[src/rtl/udf_pkg.sv]
// ----------------------------------------------------------------------------
// udf_pkg
// Shared types, constants and register codes of the ultrasonic distance filter.
// ----------------------------------------------------------------------------
package udf_pkg;

    // Field widths
    localparam int ECHO_W   = 15;
    localparam int DIST_W   = 9;
    localparam int CM_W     = 10;   // raw conversion result, up to 561 cm
    localparam int CNT_W    = 4;
    localparam int STATUS_W = 2;
    localparam int IDX_W    = 3;

    // Default window length
    localparam int WINDOW_DEF = 5;

    // cm = floor(us * 343 / 20000) = (us * CM_MULT) >> CM_SHIFT, exact for 15-bit us
    localparam int CM_MULT_W = 25;
    localparam logic [CM_MULT_W-1:0] CM_MULT = 25'd18414673;
    localparam int CM_SHIFT  = 30;
    localparam int CM_PROD_W = ECHO_W + CM_MULT_W;

    // Window entries and the last accepted distance start from this value
    localparam logic [DIST_W-1:0] UNTOUCHED_CM = 9'd100;
    localparam int MAX_DIST = 511;

    // Register reset values
    localparam logic [DIST_W-1:0] MIN_RANGE_RST  = 9'd2;
    localparam logic [DIST_W-1:0] MAX_RANGE_RST  = 9'd400;
    localparam logic [DIST_W-1:0] JUMP_LIMIT_RST = 9'd50;
    localparam logic [CNT_W-1:0]  INV_LIMIT_RST  = 4'd3;
    localparam logic [DIST_W-1:0] FALLBACK_RST   = 9'd40;
    localparam logic [CNT_W-1:0]  CNT_MAX        = 4'hF;

    // Register indexes
    localparam logic [IDX_W-1:0] REG_MIN_RANGE  = 3'd0;
    localparam logic [IDX_W-1:0] REG_MAX_RANGE  = 3'd1;
    localparam logic [IDX_W-1:0] REG_JUMP_LIMIT = 3'd2;
    localparam logic [IDX_W-1:0] REG_INV_LIMIT  = 3'd3;
    localparam logic [IDX_W-1:0] REG_FALLBACK   = 3'd4;

    // Result status codes
    typedef enum logic [STATUS_W-1:0] {
        ST_NEW_AVG   = 2'd0,
        ST_SPIKE     = 2'd1,
        ST_INVALID   = 2'd2,
        ST_FALLBACK  = 2'd3
    } t_status;

endpackage

[src/rtl/udf_if.sv]
// ----------------------------------------------------------------------------
// udf_if
// Handshake channels of the distance filter: echo in, result out, register write.
// ----------------------------------------------------------------------------
interface udf_in_if;
    logic                          valid;
    logic                          ready;
    logic [udf_pkg::ECHO_W-1:0]    echo_us;

    modport source (output valid, output echo_us, input ready);
    modport sink   (input valid, input echo_us, output ready);
endinterface

interface udf_out_if;
    logic                          valid;
    logic                          ready;
    logic [udf_pkg::DIST_W-1:0]    distance_cm;
    logic [udf_pkg::STATUS_W-1:0]  status;

    modport source (output valid, output distance_cm, output status, input ready);
    modport sink   (input valid, input distance_cm, input status, output ready);
endinterface

interface udf_cfg_if;
    logic                          valid;
    logic                          ready;
    logic [udf_pkg::IDX_W-1:0]     index;
    logic [udf_pkg::DIST_W-1:0]    data;

    modport source (output valid, output index, output data, input ready);
    modport sink   (input valid, input index, input data, output ready);
endinterface

[src/rtl/udf_cell.sv]
// ----------------------------------------------------------------------------
// udf_cell
// One window entry: takes its neighbour's value on a shift, starts at 100 cm.
// ----------------------------------------------------------------------------
module udf_cell (
    input  logic                       i_clk,
    input  logic                       i_rst_n,
    input  logic                       i_shift,
    input  logic [udf_pkg::DIST_W-1:0] i_d,
    output logic [udf_pkg::DIST_W-1:0] o_q
);

    logic [udf_pkg::DIST_W-1:0] r_q;

    // entry register
    always_ff @(posedge i_clk) begin
        if (!i_rst_n) begin
            r_q <= udf_pkg::UNTOUCHED_CM;
        end else if (i_shift) begin
            r_q <= i_d;
        end
    end

    assign o_q = r_q;

endmodule

[src/rtl/udf_window.sv]
// ----------------------------------------------------------------------------
// udf_window
// Row of window cells with a running sum; the oldest entry drops off the end.
// ----------------------------------------------------------------------------
module udf_window #(
    parameter int WINDOW = udf_pkg::WINDOW_DEF,
    parameter int SUM_W  = $clog2(WINDOW * udf_pkg::MAX_DIST + 1)
) (
    input  logic                       i_clk,
    input  logic                       i_rst_n,
    input  logic                       i_shift,
    input  logic [udf_pkg::DIST_W-1:0] i_cm,
    output logic [SUM_W-1:0]           o_sum
);

    localparam logic [SUM_W-1:0] SUM_RST = SUM_W'(WINDOW * 100);

    logic [udf_pkg::DIST_W-1:0] w_tap [WINDOW+1];
    logic [SUM_W-1:0]           r_sum;
    logic [SUM_W-1:0]           n_sum;

    assign w_tap[0] = i_cm;

    // chain of cells, newest at the head
    for (genvar k = 0; k < WINDOW; k++) begin : g_cell
        udf_cell u_cell (
            .i_clk   (i_clk),
            .i_rst_n (i_rst_n),
            .i_shift (i_shift),
            .i_d     (w_tap[k]),
            .o_q     (w_tap[k+1])
        );
    end

    // running sum: add newest, drop oldest
    always_comb begin
        n_sum = r_sum + SUM_W'(i_cm) - SUM_W'(w_tap[WINDOW]);
    end

    always_ff @(posedge i_clk) begin
        if (!i_rst_n) begin
            r_sum <= SUM_RST;
        end else if (i_shift) begin
            r_sum <= n_sum;
        end
    end

    assign o_sum = r_sum;

endmodule

[src/rtl/ultrasonic_distance_filter.sv]
// ----------------------------------------------------------------------------
// ultrasonic_distance_filter
// Echo width to distance, moving average with spike rejection and fallback.
// ----------------------------------------------------------------------------
// Takes one echo width per cycle while the output is not stalled and gives
// one result per echo, presented from stage r4 after stages r1, r2 and r3.
// The echo is scaled to cm by a reciprocal multiply, an in-range reading
// shifts into a row of WINDOW cells whose running sum is updated in the same
// cycle, the sum is divided by WINDOW through a second reciprocal multiply,
// and the last stage applies the jump test and the invalid counter. A stalled
// output only holds the stages that are full; empty stages keep taking input.
// Registers are written through the configuration channel, which is always
// ready.
module ultrasonic_distance_filter #(
    parameter int WINDOW = udf_pkg::WINDOW_DEF
) (
    input  logic      i_clk,
    input  logic      i_rst_n,
    udf_in_if.sink    i_in,
    udf_out_if.source o_out,
    udf_cfg_if.sink   i_cfg
);

    localparam int SUM_W  = $clog2(WINDOW * udf_pkg::MAX_DIST + 1);
    localparam int AVG_L  = $clog2(WINDOW);
    localparam int AVG_SH = SUM_W + AVG_L;
    localparam int M_W    = AVG_SH + 1;
    localparam logic [M_W-1:0] AVG_M = M_W'(((1 << AVG_SH) + WINDOW - 1) / WINDOW);
    localparam int AP_W   = SUM_W + M_W;

    // configuration registers
    logic [udf_pkg::DIST_W-1:0] r_min_range;
    logic [udf_pkg::DIST_W-1:0] r_max_range;
    logic [udf_pkg::DIST_W-1:0] r_jump_limit;
    logic [udf_pkg::CNT_W-1:0]  r_inv_limit;
    logic [udf_pkg::DIST_W-1:0] r_fallback;

    // pipeline
    logic                          r1_v;
    logic [udf_pkg::CM_PROD_W-1:0] r1_prod;
    logic                          r2_v;
    logic                          r2_ok;
    logic                          r3_v;
    logic                          r3_ok;
    logic [AP_W-1:0]               r3_prod;
    logic                          r4_v;
    logic [udf_pkg::DIST_W-1:0]    r4_dist;
    udf_pkg::t_status              r4_status;

    // filter state
    logic [udf_pkg::DIST_W-1:0]    r_last;
    logic [udf_pkg::CNT_W-1:0]     r_bad;

    logic                          e1, e2, e3, e4;
    logic [udf_pkg::CM_W-1:0]      w_cm;
    logic                          w_ok;
    logic                          w_shift;
    logic [SUM_W-1:0]              w_sum;
    logic [udf_pkg::DIST_W-1:0]    w_avg;
    logic [udf_pkg::DIST_W-1:0]    w_diff;
    logic [udf_pkg::CNT_W-1:0]     w_bad_inc;
    logic [udf_pkg::DIST_W-1:0]    n_last;
    logic [udf_pkg::CNT_W-1:0]     n_bad;
    logic [udf_pkg::DIST_W-1:0]    n_dist;
    udf_pkg::t_status              n_status;

    // stage enables, rippled back from the output
    assign e4 = !r4_v || o_out.ready;
    assign e3 = !r3_v || e4;
    assign e2 = !r2_v || e3;
    assign e1 = !r1_v || e2;

    assign i_in.ready  = e1;
    assign i_cfg.ready = 1'b1;

    // register writes; unknown indexes fall through
    always_ff @(posedge i_clk) begin
        if (!i_rst_n) begin
            r_min_range  <= udf_pkg::MIN_RANGE_RST;
            r_max_range  <= udf_pkg::MAX_RANGE_RST;
            r_jump_limit <= udf_pkg::JUMP_LIMIT_RST;
            r_inv_limit  <= udf_pkg::INV_LIMIT_RST;
            r_fallback   <= udf_pkg::FALLBACK_RST;
        end else if (i_cfg.valid) begin
            case (i_cfg.index)
                udf_pkg::REG_MIN_RANGE:  r_min_range  <= i_cfg.data;
                udf_pkg::REG_MAX_RANGE:  r_max_range  <= i_cfg.data;
                udf_pkg::REG_JUMP_LIMIT: r_jump_limit <= i_cfg.data;
                udf_pkg::REG_INV_LIMIT:  r_inv_limit  <= i_cfg.data[udf_pkg::CNT_W-1:0];
                udf_pkg::REG_FALLBACK:   r_fallback   <= i_cfg.data;
                default: begin
                end
            endcase
        end
    end

    // stage 2: range check on the scaled echo
    always_comb begin
        w_cm    = r1_prod[udf_pkg::CM_SHIFT +: udf_pkg::CM_W];
        w_ok    = (w_cm != '0)
               && (w_cm >= udf_pkg::CM_W'(r_min_range))
               && (w_cm <= udf_pkg::CM_W'(r_max_range));
        w_shift = e2 && r1_v && w_ok;
    end

    udf_window #(
        .WINDOW (WINDOW),
        .SUM_W  (SUM_W)
    ) u_window (
        .i_clk   (i_clk),
        .i_rst_n (i_rst_n),
        .i_shift (w_shift),
        .i_cm    (w_cm[udf_pkg::DIST_W-1:0]),
        .o_sum   (w_sum)
    );

    // stage 4: jump test and invalid counting
    always_comb begin
        w_avg     = r3_prod[AVG_SH +: udf_pkg::DIST_W];
        w_diff    = (w_avg > r_last) ? (w_avg - r_last) : (r_last - w_avg);
        w_bad_inc = (r_bad == udf_pkg::CNT_MAX) ? r_bad : (r_bad + 1'b1);
        n_last    = r_last;
        n_bad     = r_bad;
        n_dist    = r_last;
        n_status  = udf_pkg::ST_NEW_AVG;
        if (r3_ok) begin
            if ((w_diff > r_jump_limit) && (r_last != udf_pkg::UNTOUCHED_CM)) begin
                n_status = udf_pkg::ST_SPIKE;
            end else begin
                n_last = w_avg;
                n_bad  = '0;
                n_dist = w_avg;
            end
        end else begin
            n_bad = w_bad_inc;
            if (w_bad_inc >= r_inv_limit) begin
                n_dist   = r_fallback;
                n_status = udf_pkg::ST_FALLBACK;
            end else begin
                n_status = udf_pkg::ST_INVALID;
            end
        end
    end

    // stage valids and filter state
    always_ff @(posedge i_clk) begin
        if (!i_rst_n) begin
            r1_v   <= 1'b0;
            r2_v   <= 1'b0;
            r3_v   <= 1'b0;
            r4_v   <= 1'b0;
            r_last <= udf_pkg::UNTOUCHED_CM;
            r_bad  <= '0;
        end else begin
            if (e1) begin
                r1_v <= i_in.valid;
            end
            if (e2) begin
                r2_v <= r1_v;
            end
            if (e3) begin
                r3_v <= r2_v;
            end
            if (e4) begin
                r4_v <= r3_v;
                if (r3_v) begin
                    r_last <= n_last;
                    r_bad  <= n_bad;
                end
            end
        end
    end

    // payload stages
    always_ff @(posedge i_clk) begin
        if (e1) begin
            r1_prod <= udf_pkg::CM_PROD_W'(i_in.echo_us)
                     * udf_pkg::CM_PROD_W'(udf_pkg::CM_MULT);
        end
        if (e2) begin
            r2_ok <= w_ok;
        end
        if (e3) begin
            r3_ok   <= r2_ok;
            r3_prod <= AP_W'(w_sum) * AP_W'(AVG_M);
        end
        if (e4) begin
            r4_dist   <= n_dist;
            r4_status <= n_status;
        end
    end

    assign o_out.valid       = r4_v;
    assign o_out.distance_cm = r4_dist;
    assign o_out.status      = r4_status;

endmodule
[src/flat_wrapper.sv]
// flat-port wrapper written by rule: the top's interface ports become plain ports
module ultrasonic_distance_filter_flat 
#(
    parameter int WINDOW = udf_pkg::WINDOW_DEF
)
  (i_clk, i_rst_n, i_in_valid, i_in_echo_us, i_in_ready, o_out_valid, o_out_distance_cm, o_out_status, o_out_ready, i_cfg_valid, i_cfg_index, i_cfg_data, i_cfg_ready);
  udf_in_if i_in_i ();
  udf_out_if o_out_i ();
  udf_cfg_if i_cfg_i ();
  input  logic i_clk;
  input  logic i_rst_n;
  input wire logic [$bits(i_in_i.valid)-1:0] i_in_valid;
  input wire logic [$bits(i_in_i.echo_us)-1:0] i_in_echo_us;
  output wire logic [$bits(i_in_i.ready)-1:0] i_in_ready;
  output wire logic [$bits(o_out_i.valid)-1:0] o_out_valid;
  output wire logic [$bits(o_out_i.distance_cm)-1:0] o_out_distance_cm;
  output wire logic [$bits(o_out_i.status)-1:0] o_out_status;
  input wire logic [$bits(o_out_i.ready)-1:0] o_out_ready;
  input wire logic [$bits(i_cfg_i.valid)-1:0] i_cfg_valid;
  input wire logic [$bits(i_cfg_i.index)-1:0] i_cfg_index;
  input wire logic [$bits(i_cfg_i.data)-1:0] i_cfg_data;
  output wire logic [$bits(i_cfg_i.ready)-1:0] i_cfg_ready;
  assign i_in_i.valid = i_in_valid;
  assign i_in_i.echo_us = i_in_echo_us;
  assign i_in_ready = i_in_i.ready;
  assign o_out_valid = o_out_i.valid;
  assign o_out_distance_cm = o_out_i.distance_cm;
  assign o_out_status = o_out_i.status;
  assign o_out_i.ready = o_out_ready;
  assign i_cfg_i.valid = i_cfg_valid;
  assign i_cfg_i.index = i_cfg_index;
  assign i_cfg_i.data = i_cfg_data;
  assign i_cfg_ready = i_cfg_i.ready;
  ultrasonic_distance_filter #(.WINDOW(WINDOW)) u_core (.i_clk(i_clk), .i_rst_n(i_rst_n), .i_in(i_in_i), .o_out(o_out_i), .i_cfg(i_cfg_i));
endmodule
[config.mk]
export PLATFORM = sky130hd
export DESIGN_NAME = ultrasonic_distance_filter_flat
export DESIGN_NICKNAME = d
export VERILOG_FILES = /design/src/rtl/udf_pkg.sv /design/src/rtl/udf_if.sv /design/src/rtl/udf_cell.sv /design/src/rtl/udf_window.sv /design/src/rtl/ultrasonic_distance_filter.sv /design/src/flat_wrapper.sv
export SDC_FILE = /design/constraint.sdc
export NUM_CORES = 1
export LEC_CHECK = 0
export BUFFER_PORTS_ARGS = -buffer_cell sky130_fd_sc_hd__buf_2
export CAP_MARGIN = 20
export CELL_PAD_IN_SITES_DETAIL_PLACEMENT = 0
export CELL_PAD_IN_SITES_GLOBAL_PLACEMENT = 1
export CORE_ASPECT_RATIO = 0.75
export CORE_MARGIN = 2
export CORE_UTILIZATION = 46
export CTS_CLUSTER_SIZE = 20
export DETAILED_ROUTE_END_ITERATION = 6
export PLACE_DENSITY_LB_ADDON = 0.1
export SETUP_SLACK_MARGIN = 0.4
export SLEW_MARGIN = 20
export SYNTH_ARGS = -nofsm -noshare
export SYNTH_HDL_FRONTEND = slang
export SYNTH_SLANG_ARGS = --single-unit
[constraint.sdc]
create_clock -name i_clk -period 4.6 [get_ports i_clk]
set_input_delay 0 -clock i_clk [delete_from_list [all_inputs] [get_ports i_clk]]
set_output_delay 0 -clock i_clk [all_outputs]
set_load 0.005 [all_outputs]
* Yosys cells after proc, flatten, opt, wreduce, memory -nomap -nowiden
Cells that the tools add are included.
** Cells by class
- Multiplexer cells :: 10
- Magnitude comparators :: 5
- Reductions and logical operators :: 22
- Eq/ne operators :: 7
- Add/sub/neg operators :: 5
- $mul :: 2
** Operators by type and width (count)
- 15-bit by 25-bit multiplier with 40-bit output, second input constant :: 1
- 9-bit two-way mux :: 4
- 12-bit by 12-bit multiplier with 23-bit output, second input constant :: 1
- 9-bit > comparator :: 2
- 9-bit subtractor :: 2
- 12-bit by 9-bit adder with 12-bit output :: 1
- 4-bit two-way mux :: 3
- 12-bit by 9-bit subtractor with 12-bit output :: 1
- 10-bit by 9-bit greater-or-equal comparator with 1-bit output :: 1
- 10-bit by 9-bit <= comparator with 1-bit output :: 1
- 2-bit AND reduction :: 5
- 10-bit nonzero test :: 1
- 9-bit by 7-bit inequality test with 1-bit output, second input constant :: 1
- 3-bit by 2-bit == test with 1-bit output, second input constant :: 2
- 3-bit AND reduction :: 2
- 1-bit logical AND :: 5
- 4-bit by 1-bit adder with 4-bit output, second input constant :: 1
- 4-bit == test, second input constant :: 1
- 4-bit greater-or-equal comparator :: 1
- 1-bit zero test :: 4
- 1-bit logical OR :: 4
- 3-bit by 1-bit == test with 1-bit output, second input constant :: 1
- 3-bit == test, second input constant :: 1
- 3-bit zero test :: 1
- 3 further kinds :: 4
** Storage, ports and cells
- Output and inout bits :: 14
- Logic and storage cells :: 74
- Bits in registers :: 190

* Depth between registers and ports, before layout
- Depth in word-level cells :: 6
- Gate-level depth with buffers :: 20

* Cells and area by module
Synthesis repeated with hierarchy kept, for this count alone.
** Unflattened totals
- Cell total of the unflattened synthesis :: 1527
- Area, all modules :: 14873.0 um^2
** Modules (own cells, without submodules)
- ultrasonic_distance_filter :: seq. area each 2102.0 um^2, area each 11926.4 um^2, times used 1, cells each 1234
- udf_cell :: seq. area each 180.2 um^2, area each 330.3 um^2, times used 5, cells each 28
- udf_window :: seq. area each 240.2 um^2, area each 1295.0 um^2, times used 1, cells each 153

* Worst setup path before layout
No wires, ideal clock.
- Path type :: input-to-reg
- Start :: input i_in_echo_us[3]
- End :: register u_core.r1_prod[35] (netlist name) (data pin)
- Data arrival time :: 4648 ps
- Setup slack :: -313 ps
- Cell stages on the path :: 18
- Data required time :: 4335 ps
- Library setup time :: 265 ps
- Path through :: fa_1 > inv_1 > fa_1 > inv_1 > fa_1 > fa_1 > fa_1 > inv_1 > fa_1 > inv_1 > ha_1 > a21o_1 > a211oi_1 > o211ai_1 > a31o_2 > a21oi_2 > o21ai_0 > xor2_1
** Between the ends
- Word-level cells in the longest chain between the ends :: 1
** RTL lines
- from (decl) :: line flat_wrapper.sv:13 : input wire logic [$bits(i_in_i.echo_us)-1:0] i_in_echo_us;
- 15-bit by 25-bit multiplier with 40-bit output :: line ultrasonic_distance_filter.sv:178 : * udf_pkg::CM_PROD_W'(udf_pkg::CM_MULT);
- to (signal assigned) :: line ultrasonic_distance_filter.sv:177 : r1_prod <= udf_pkg::CM_PROD_W'(i_in.echo_us)
- to (decl) :: line ultrasonic_distance_filter.sv:40 : logic [udf_pkg::CM_PROD_W-1:0] r1_prod;
No other way between the ends.
A chain may end at the register's enable or synchronous reset.

* Worst setup path in the final report
- Start :: input i_in_echo_us[8]
- End :: register u_core.r1_prod[32] (netlist name) (data pin)
The elaborated chain is that of the path after synthesis.

==> results_dict.tcl <==
set metrics [dict create \
    relSlewSlack_pct 33.4 \
    path_cells "buf_6 > fa_1 > inv_1 > fa_1 > inv_1 > fa_2 > fa_2 > fa_1 > fa_1 > ha_4 > nand2_2 > or4_4 > nor2_2 > a31o_2 > a21oi_4 > o21ba_4 > xnor2_2" \
    grt_start_max_net_pins 54 \
    core_um2 32300 \
    worst-path-buf-inv 3 \
    num_antenna_cells 0 \
    synthAdderAreaFrac_pct 42.4 \
    syn-num-nets 2114 \
    ant_nets 0 \
    syn_inst 1654 \
    port_buffers 44 \
    ys_seq_area_share_pct 21.5 \
    start_util_pct 46.7 \
    timing.hold.ws_ns 0.0696 \
    gp_congestion 0.900 \
    synth_ff_type "dfxtp_1" \
    root_buffer "clkbuf_16" \
    hold_viol 0 \
    drv_slew 0 \
    ios 46 \
    synth_area_leader_cell "ha_1" \
    place_hpwl_mm 29.8 \
    fin_util_pct 56.5 \
    antenna_found_initial 0 \
    ys_types 67 \
    avgRoutedWirePerCell_um 16.6 \
    synth_seq_cells 146 \
    synthMuxAreaShare_pct 1.41 \
    track_usage_pct 23.1 \
    dieHeight_um 161 \
    drt_iter0_markers 604 \
    grt_pass1_wl_mm 61.6 \
    ys_top_cells_by_count "inv_1, ha_1, fa_1" \
    yosysTopAreaCellShare_pct 24.1 \
    max_freq_mhz 220 \
    cp-end-kind "register" \
    synth_compound_gate_area_share_pct 13.2 \
    critPathMaxStageDelay_ns 0.57 \
    setup_viol 0 \
    worst_path_max_delay_cell "fa_1" \
    synth_area_per_cell_um2 9.12 \
    grt-ovfl-total 0 \
    status "complete, no violations" \
    maxCapViolations 0 \
    dieArea_um2 34300 \
    fin_cells 2261 \
    area_growth_pct 20.9 \
    synth_async_sr_flop_share_pct 0 \
    fin_crit_ns 4.55 \
    place_inst 2191 \
    via_count 11600 \
    yosys-top-cells-area "ha_1, fa_1, dfxtp_1, inv_1, edfxtp_1" \
    die_w_um 213 \
    synthXorXnorAreaFrac_pct 2.15 \
    cts.clk_slew.worst_paths_ns 0.07 \
    grt_pass1_vias 11800 \
    yosys_warnings 0 \
    first_pass_iters 7 \
    htreeDepth 4 \
    crit_path_frequent_cell "fa_1" \
    nets 2266 \
    via_per_inst 5.13 \
    wirelength_mm 37.5 \
    cp-start-kind "input port" \
    netlist_area_um2 15100 \
    synth_most_common_cell "inv_1" \
    critical_path_class "in -> reg" \
    synthSimpleGateAreaFrac_pct 9.70 \
    cts_buffers 17 \
    worstMarginPinSlew_ns 0.997 \
    skew_ns 0.0128 \
    crit_arrival_ns 4.75 \
    clock-sinks 146 \
    clk_latency_ns 0.44 \
    fillers 2943 \
    drc 0 \
    rsz0062_at_grt "true" \
    synth_edf_count 32 \
    fin_crit_sh_pct 98.9 \
    path_max_fanout 4 \
    path_delay_family "adder cells" \
    synth_top_family_by_area "adder cells" \
    drive_gt1_share_pct 19.6 \
    num_rows 57 \
    ctsLongestPathBuffers 2 \
    hold_class "in -> reg" \
    cts_tree "yes" \
    required_ns 4.80 \
]
[flip-flops by register name, indices dropped and copies added (netlist names)]
register,flops
u_core.o_out.status,2
u_core.r_max_range,9
u_core.o_out.distance_cm,9
u_core.r_last,9
u_core.r3_v,1
u_core.r2_ok,1
u_core.r1_v,1
u_core.u_window.g_cell.u_cell.o_q,45
u_core.r_inv_limit,4
u_core.r3_ok,1
u_core.r_min_range,9
u_core.u_window.o_sum,12
u_core.r2_v,1
u_core.r1_prod,10
u_core.r_bad,4
u_core.o_out.valid,1
u_core.r3_prod,9
u_core.r_fallback,9
u_core.r_jump_limit,9
[repair_timing]
action                                 CTS  global route
endpoints found under the hold margin   43             0
setup buffers                           14            12
gates cloned                             0             1
hold buffers                            11             0
setup endpoints to repair               28            36
resized for setup                       53            76
pin swaps                               59            54
[placed cells by master (no fill, tap or decap), types with 17 or more instances in the layout]
cell type / count
inv_1: 317
edfxtp_1: 32
o211ai_1: 23
ha_4: 28
o21ai_0: 73
fa_1: 123
ha_1: 259
dfxtp_1: 107
xnor2_1: 17
nand2_1: 95
a21oi_1: 108
nand3_1: 73
nor2_1: 45
a21o_1: 24
inv_2: 20
buf_4: 115
clkbuf_16: 18
buf_2: 41
mux2i_1: 19
[per-stage QoR]
stage	instance area (µm²)	setup TNS (ns)	setup WS, ns
after floorplan	15400	-0.370	-0.162
after global placement	16700	-3.90	-0.462
after detailed placement	16700	-4.22	-0.490
after CTS	17800	0	0.0753
after global routing	18200	-0.172	-0.0532
final	18200	0	0.0507
[cell families (layout without fill, tap and decap cells)]
| family | Yosys count | in the layout |
|---|---|---|
| adders and majority gates | 428 | 428 |
| and+or+nand+nor | 310 | 310 |
| xor gates and xnor gates | 37 | 37 |
| muxes | 21 | 21 |
| other | 1 | 1 |
| AOI/OAI and AO/OA | 326 | 326 |
| DFF | 146 | 146 |
| buffers and inverters | 385 | 550 |
[path summary, 6_finish.rpt]
check | startpoint | depth (start not counted) | slack [ns] | to
worst min register to register | u_core.r2_ok | 0 | 0.44 | u_core.r3_ok
worst max register to register | u_core.u_window.o_sum[2] | 14 | 0.28 | u_core.r3_prod[23]
worst min-delay path | i_cfg_index[1] | 4 | 0.07 | u_core.r_max_range[3]
worst max-delay path | i_in_echo_us[8] | 17 | 0.05 | u_core.r1_prod[32]
[layer usage]
metal  vias to the layer above  wire length (µm)  track usage (%)
met5                         -                 0                0
met4                         0               271             3.43
met3                        29              1850             4.83
met2                       182             14700             31.6
met1                      5563             20600             37.2
li1                       5831                 -                -
[final cells by class]
cell class | instances | area [µm²] | area share, %
multi-input cells | 1123 | 11200 | 61.6
repair buffers | 179 | 1330 | 7.27
clock inverters | 13 | 121 | 0.665
flip-flops and latches | 146 | 3270 | 17.9
clock buffers | 19 | 464 | 2.54
inverters | 339 | 1280 | 7.01
well taps | 442 | 553 | 3.03
[tightest hold or removal path, delay by kind of cell]
family,cells,cell delay (ns)
AOI/OAI and AO/OA,1,0.05
buffers and inverters,1,0.12
and+or+nand+nor,2,0.29
Power is left out: the tool's default activity adds up to more than one toggle a clock period on the data nets, which glitch-free logic cannot reach.
